File: src/hw/rtl/wsts_pkg.sv
// Shared types and constants for the weighted stump threshold search.
// No dependencies; every other RTL file imports this package.
`default_nettype none

package wsts_pkg;

   localparam int MAX_SAMPLES = 256;
   localparam int VALUE_BITS  = 24;
   localparam int WEIGHT_BITS = 16;
   localparam int ERR_BITS    = 24;
   localparam int THR_BITS    = VALUE_BITS + 1;

   // One request: a labeled, weighted sample.
   typedef struct packed {
      logic signed [VALUE_BITS-1:0]  feature_value;
      logic                          is_positive;
      logic        [WEIGHT_BITS-1:0] sample_weight;
      logic                          last_sample;
   } req_type;

   // One result: chosen threshold and its weighted error.
   typedef struct packed {
      logic signed [THR_BITS-1:0] best_threshold;
      logic        [ERR_BITS-1:0] min_error;
   } rsp_type;

   // Sample as held in one chain cell.
   typedef struct packed {
      logic signed [VALUE_BITS-1:0]  value;
      logic                          label;
      logic        [WEIGHT_BITS-1:0] weight;
   } sample_type;

   typedef struct packed {
      logic       valid;
      sample_type smp;
   } entry_type;

   // Chain control: insert the broadcast sample, or shift everything to the head.
   typedef struct packed {
      logic insert;
      logic shift;
   } chain_ctrl_type;

   // Sweep control: load the starting error, or take one step over the head sample.
   typedef struct packed {
      logic load;
      logic step;
   } sweep_ctrl_type;

endpackage : wsts_pkg

`default_nettype wire

File: src/hw/rtl/wsts_sweep.sv
// Running-error sweep: tracks current and least error and the threshold.
// Depends on wsts_pkg.
`default_nettype none

module wsts_sweep (
   input  logic                      clock,
   input  wsts_pkg::sweep_ctrl_type  ctrl,
   input  logic [wsts_pkg::ERR_BITS-1:0] neg_sum,
   input  wsts_pkg::entry_type       head,
   input  wsts_pkg::entry_type       second,
   output wsts_pkg::rsp_type         result
);
   import wsts_pkg::*;

   logic        [ERR_BITS-1:0] cur_ff, cur_in, best_ff, best_in, step_err;
   logic signed [THR_BITS-1:0] thr_ff, thr_in;
   logic signed [THR_BITS-1:0] head_ext, next_ext, mid_sum, mid_adj, mid;

   assign head_ext = {head.smp.value[VALUE_BITS-1], head.smp.value};
   assign next_ext = {second.smp.value[VALUE_BITS-1], second.smp.value};

   // Midpoint truncated toward zero: bump odd negative sums before the shift.
   assign mid_sum = head_ext + next_ext;
   assign mid_adj = mid_sum + THR_BITS'(mid_sum[THR_BITS-1]);
   assign mid     = {mid_adj[THR_BITS-1], mid_adj[THR_BITS-1:1]};

   assign step_err = head.smp.label ? cur_ff + ERR_BITS'(head.smp.weight)
                                    : cur_ff - ERR_BITS'(head.smp.weight);

   always_comb begin
      cur_in  = cur_ff;
      best_in = best_ff;
      thr_in  = thr_ff;
      if (ctrl.load) begin
         cur_in  = neg_sum;
         best_in = neg_sum;
         thr_in  = head_ext - THR_BITS'(1);
      end else if (ctrl.step) begin
         cur_in = step_err;
         if (step_err < best_ff) begin
            best_in = step_err;
            thr_in  = second.valid ? mid : head_ext;
         end
      end
   end

   always_ff @(posedge clock) begin
      cur_ff  <= cur_in;
      best_ff <= best_in;
      thr_ff  <= thr_in;
   end

   assign result.best_threshold = thr_ff;
   assign result.min_error      = best_ff;

endmodule : wsts_sweep

`default_nettype wire

File: config.mk
export PLATFORM = sky130hd
export DESIGN_NAME = wsts_sweep
export DESIGN_NICKNAME = d
export VERILOG_FILES = /design/src/hw/rtl/wsts_pkg.sv /design/src/hw/rtl/wsts_sweep.sv
export SDC_FILE = /design/constraint.sdc
export NUM_CORES = 1
export LEC_CHECK = 0
export ABC_AREA = 1
export BUFFER_PORTS_ARGS = -buffer_cell sky130_fd_sc_hd__buf_2
export CAP_MARGIN = 5
export CORE_MARGIN = 10
export CORE_UTILIZATION = 45
export DETAILED_ROUTE_END_ITERATION = 10
export HOLD_SLACK_MARGIN = 0.02
export PLACE_DENSITY = 0.67
export REMOVE_ABC_BUFFERS = 1
export SKIP_LAST_GASP = 1
export SLEW_MARGIN = 0
export SYNTH_ARGS = -nofsm -noshare
export SYNTH_HDL_FRONTEND = slang
export SYNTH_SLANG_ARGS = --single-unit
File: constraint.sdc
create_clock -name clock -period 16.9 [get_ports clock]
set_clock_uncertainty 0.05 [all_clocks]
set_input_delay 0.845 -clock clock [delete_from_list [all_inputs] [get_ports clock]]
set_output_delay 0.845 -clock clock [all_outputs]
set_load 0.01 [all_outputs]
==> flow_summary.json <==
{
  "finalSetupViolations": 0,
  "synth.distinct_cells": 49,
  "synth_edf_count": 73,
  "yosys.area.top_type_share": 0.266,
  "p_leak_nw": 4.99,
  "synthArstFlopShare": 0,
  "crit_path_top_delay_cell": "o21ai_0",
  "clock_latency_ns": 0.33,
  "worst_path_largest_cell_delay_ns": 0.64,
  "synthesis.area_mm2": 0.00825,
  "setup_slack_ns": 10.69,
  "final_cells": 1622,
  "first_global_vias": 7970,
  "maxSlewViolCount": 0,
  "h-tree-depth": 3,
  "cts_buffer_depth": 2,
  "stdcell_area_mm2": 0.00950,
  "clock.fmax_ghz": 0.161,
  "reg2reg_setup_slack_ns": 11.89,
  "cts_resized": 0,
  "cts_tree": "done",
  "place_inst": 1606,
  "worst_ep_arrival_time_ns": 6.12,
  "grt_start_max_net_pins": 62,
  "power_density_mw_per_mm2": 116,
  "antenna_found_initial": 0,
  "register_area_mm2": 0.00219,
  "die_area_mm2": 0.0241,
  "io_buffers": 141,
  "clkSinkCount": 73,
  "clockRootBuffer": "clkbuf_16",
  "status": "completed",
  "rsz0062_at_grt": "no",
  "cts_setup_buffers": 0,
  "multiInputGateArea_mm2": 0.00526,
  "placed_area_mm2": 0.00921,
  "hold_path_class": "flop to flop",
  "fin_nets": 1575,
  "worstMarginPinSlew_ns": 0.775,
  "syn2layout_area_growth_pct": 15.2,
  "ys_seq_area_frac": 0.266,
  "core_mm2": 0.0180,
  "maxCapViolCount": 0,
  "dp_hpwl_mm": 19.2,
  "wirelength_mm": 23.1,
  "cp_common_cell": "nand3_1",
  "synth_warnings": 0,
  "hold_violations": 0,
  "track_usage": 0.186,
  "fp.dieH_um": 155,
  "diodes": 0,
  "clk_pin_slew_ns": 0.06,
  "end_kind": "flop",
  "wl_per_cell_um": 14.2,
  "nFillCells": 1843,
  "cts_buffers": 9,
  "vdd_ir_drop_max_v": 0.0000656,
  "placementRows": 49,
  "drive_gt1_frac": 0.159,
  "gp_congestion": 0.917,
  "remaining_drc_errors": 0,
  "avgSynthCellArea_um2": 6.60,
  "crit_fanout": 38,
  "setup_tns_ns": 0,
  "firstDrtPassIters": 7,
  "viasPerCell": 5.03,
  "worst-endpoint-required_ns": 16.82,
  "synth_seq_cells": 73,
  "place_ws_ns": 10.29,
  "synth_flop_cell": "edfxtp_1",
  "period_share": 0.367,
  "synth_area_leaders": "edfxtp_1 27%, nand2_1 19%, ha_1 11%, inv_1 8.5%, a21oi_1 4.7%",
  "crit_type": "primary input to flop",
  "grt_first_pass_wirelength_mm": 37.2,
  "cts_hold_buf": 0,
  "ios": 160,
  "slew_headroom": 0.478,
  "vias": 8161,
  "die_w_um": 155,
  "startpoint_type": "primary input",
  "drtAntennaViolNets": 0,
  "syn_inst": 1249,
  "start_util": 0.458,
  "synth.largest_area_cell": "edfxtp_1",
  "drt_iter0_drc": 315,
  "overflow": 0,
  "fin_crit_ns": 6.21
}
[where the power goes]
| group | internal (mW) | total, mW | switching [mW] |
|---|---|---|---|
| Sequential | 0.287 | 0.312 | 0.0244 |
| Clock | 0.115 | 0.190 | 0.0754 |
| Combinational | 0.220 | 0.599 | 0.379 |
| Total | 0.621 | 1.10 | 0.479 |
[placed cells by master, fill, tap and decap left out, types with 2 or more instances in the layout]
master	n
nor2_1	97
a31oi_1	3
edfxtp_1	73
nand3_2	5
xnor2_1	14
o21ai_0	47
buf_2	141
a21oi_1	77
nor2_2	17
and2_1	4
o21a_1	2
buf_4	4
xor2_1	36
nand2_2	22
nand2_1	411
a21boi_0	2
clkinvlp_4	3
nand3b_1	9
o21bai_1	3
a21o_1	6
nand4_1	24
nor4_1	3
nor2_4	4
inv_1	186
a211oi_1	2
o31ai_1	4
nand2_4	2
clkbuf_16	9
nor3_1	9
fa_1	2
o21ai_1	7
nand4_2	2
and3_1	3
inv_2	5
ha_1	74
clkinv_1	4
nand3_1	60
o211ai_1	2
[routing by layer]
| layer | GRT usage | vias up | wire length [um] |
|---|---|---|---|
| met5 | 0 | - | 0 |
| met4 | 0.0521 | 0 | 379 |
| met3 | 0.0295 | 23 | 1290 |
| met2 | 0.343 | 180 | 11500 |
| met1 | 0.216 | 3619 | 9880 |
| li1 | - | 4339 | - |
[Yosys cell counts (all sizes together) (4+ instances only)]
master and number:
and2 4, o21ai 55, ha 74, nand3 65, clkinv 4, nand3b 9
xnor2 14, o31ai 5, nor3 10, clkbuf 11, inv 191, a21oi 78
buf 6, nand2 435, nand4 26, edfxtp 73, nor2 118, xor2 36
a21o 6
[sequential cells by signal, summed over array words and instances, names as in the netlist]
name / flops
best_ff: 24
cur_ff: 24
thr_ff: 25
[stage by stage]
step	utilization	hold WS [ns]	power [mW]
6_report	0.527	0.629	1.10
5_1_grt	0.527	0.694	1.21
4_1_cts	0.527	0.639	1.11
3_5_place_dp	0.511	0.623	0.913
3_3_place_gp	0.511	0.613	0.901
2_1_floorplan	-	0.583	0.733
[path summary, 6_finish.rpt]
path / start / end / cells after the start
setup / recovery: head[0] / thr_ff[7] / 26
hold / removal: cur_ff[0] / cur_ff[0] / 3
setup reg to reg: cur_ff[0] / thr_ff[7] / 18
hold reg to reg: cur_ff[0] / cur_ff[0] / 3
[cell families after synthesis]
family / after synthesis / synth area share
AND/OR/NAND/NOR: 676 / 0.358
buffers and inverters: 212 / 0.0980
AO/OA/AOI/OAI: 162 / 0.108
adder cells (fa/ha/maj): 76 / 0.117
flip-flops: 73 / 0.266
XOR/XNOR: 50 / 0.0531
[cell type report]
cell class | instances | share of cell area
clock buffers | 10 | 0.0241
clock inverters | 6 | 0.00698
inverters | 195 | 0.0770
multi-input cells | 964 | 0.554
flip-flops and latches | 73 | 0.231
well taps | 229 | 0.0302
repair buffers | 145 | 0.0774
[critical path: cells and delay by family]
kind / cells / cell delay (ns)
simple gates: 12 / 1.58
compound gates: 6 / 1.86
fa+ha+maj: 3 / 0.84
buf+inv: 4 / 0.80
xor+xnor: 1 / 0.16
Note: power is estimated with default switching activity, not from simulation.
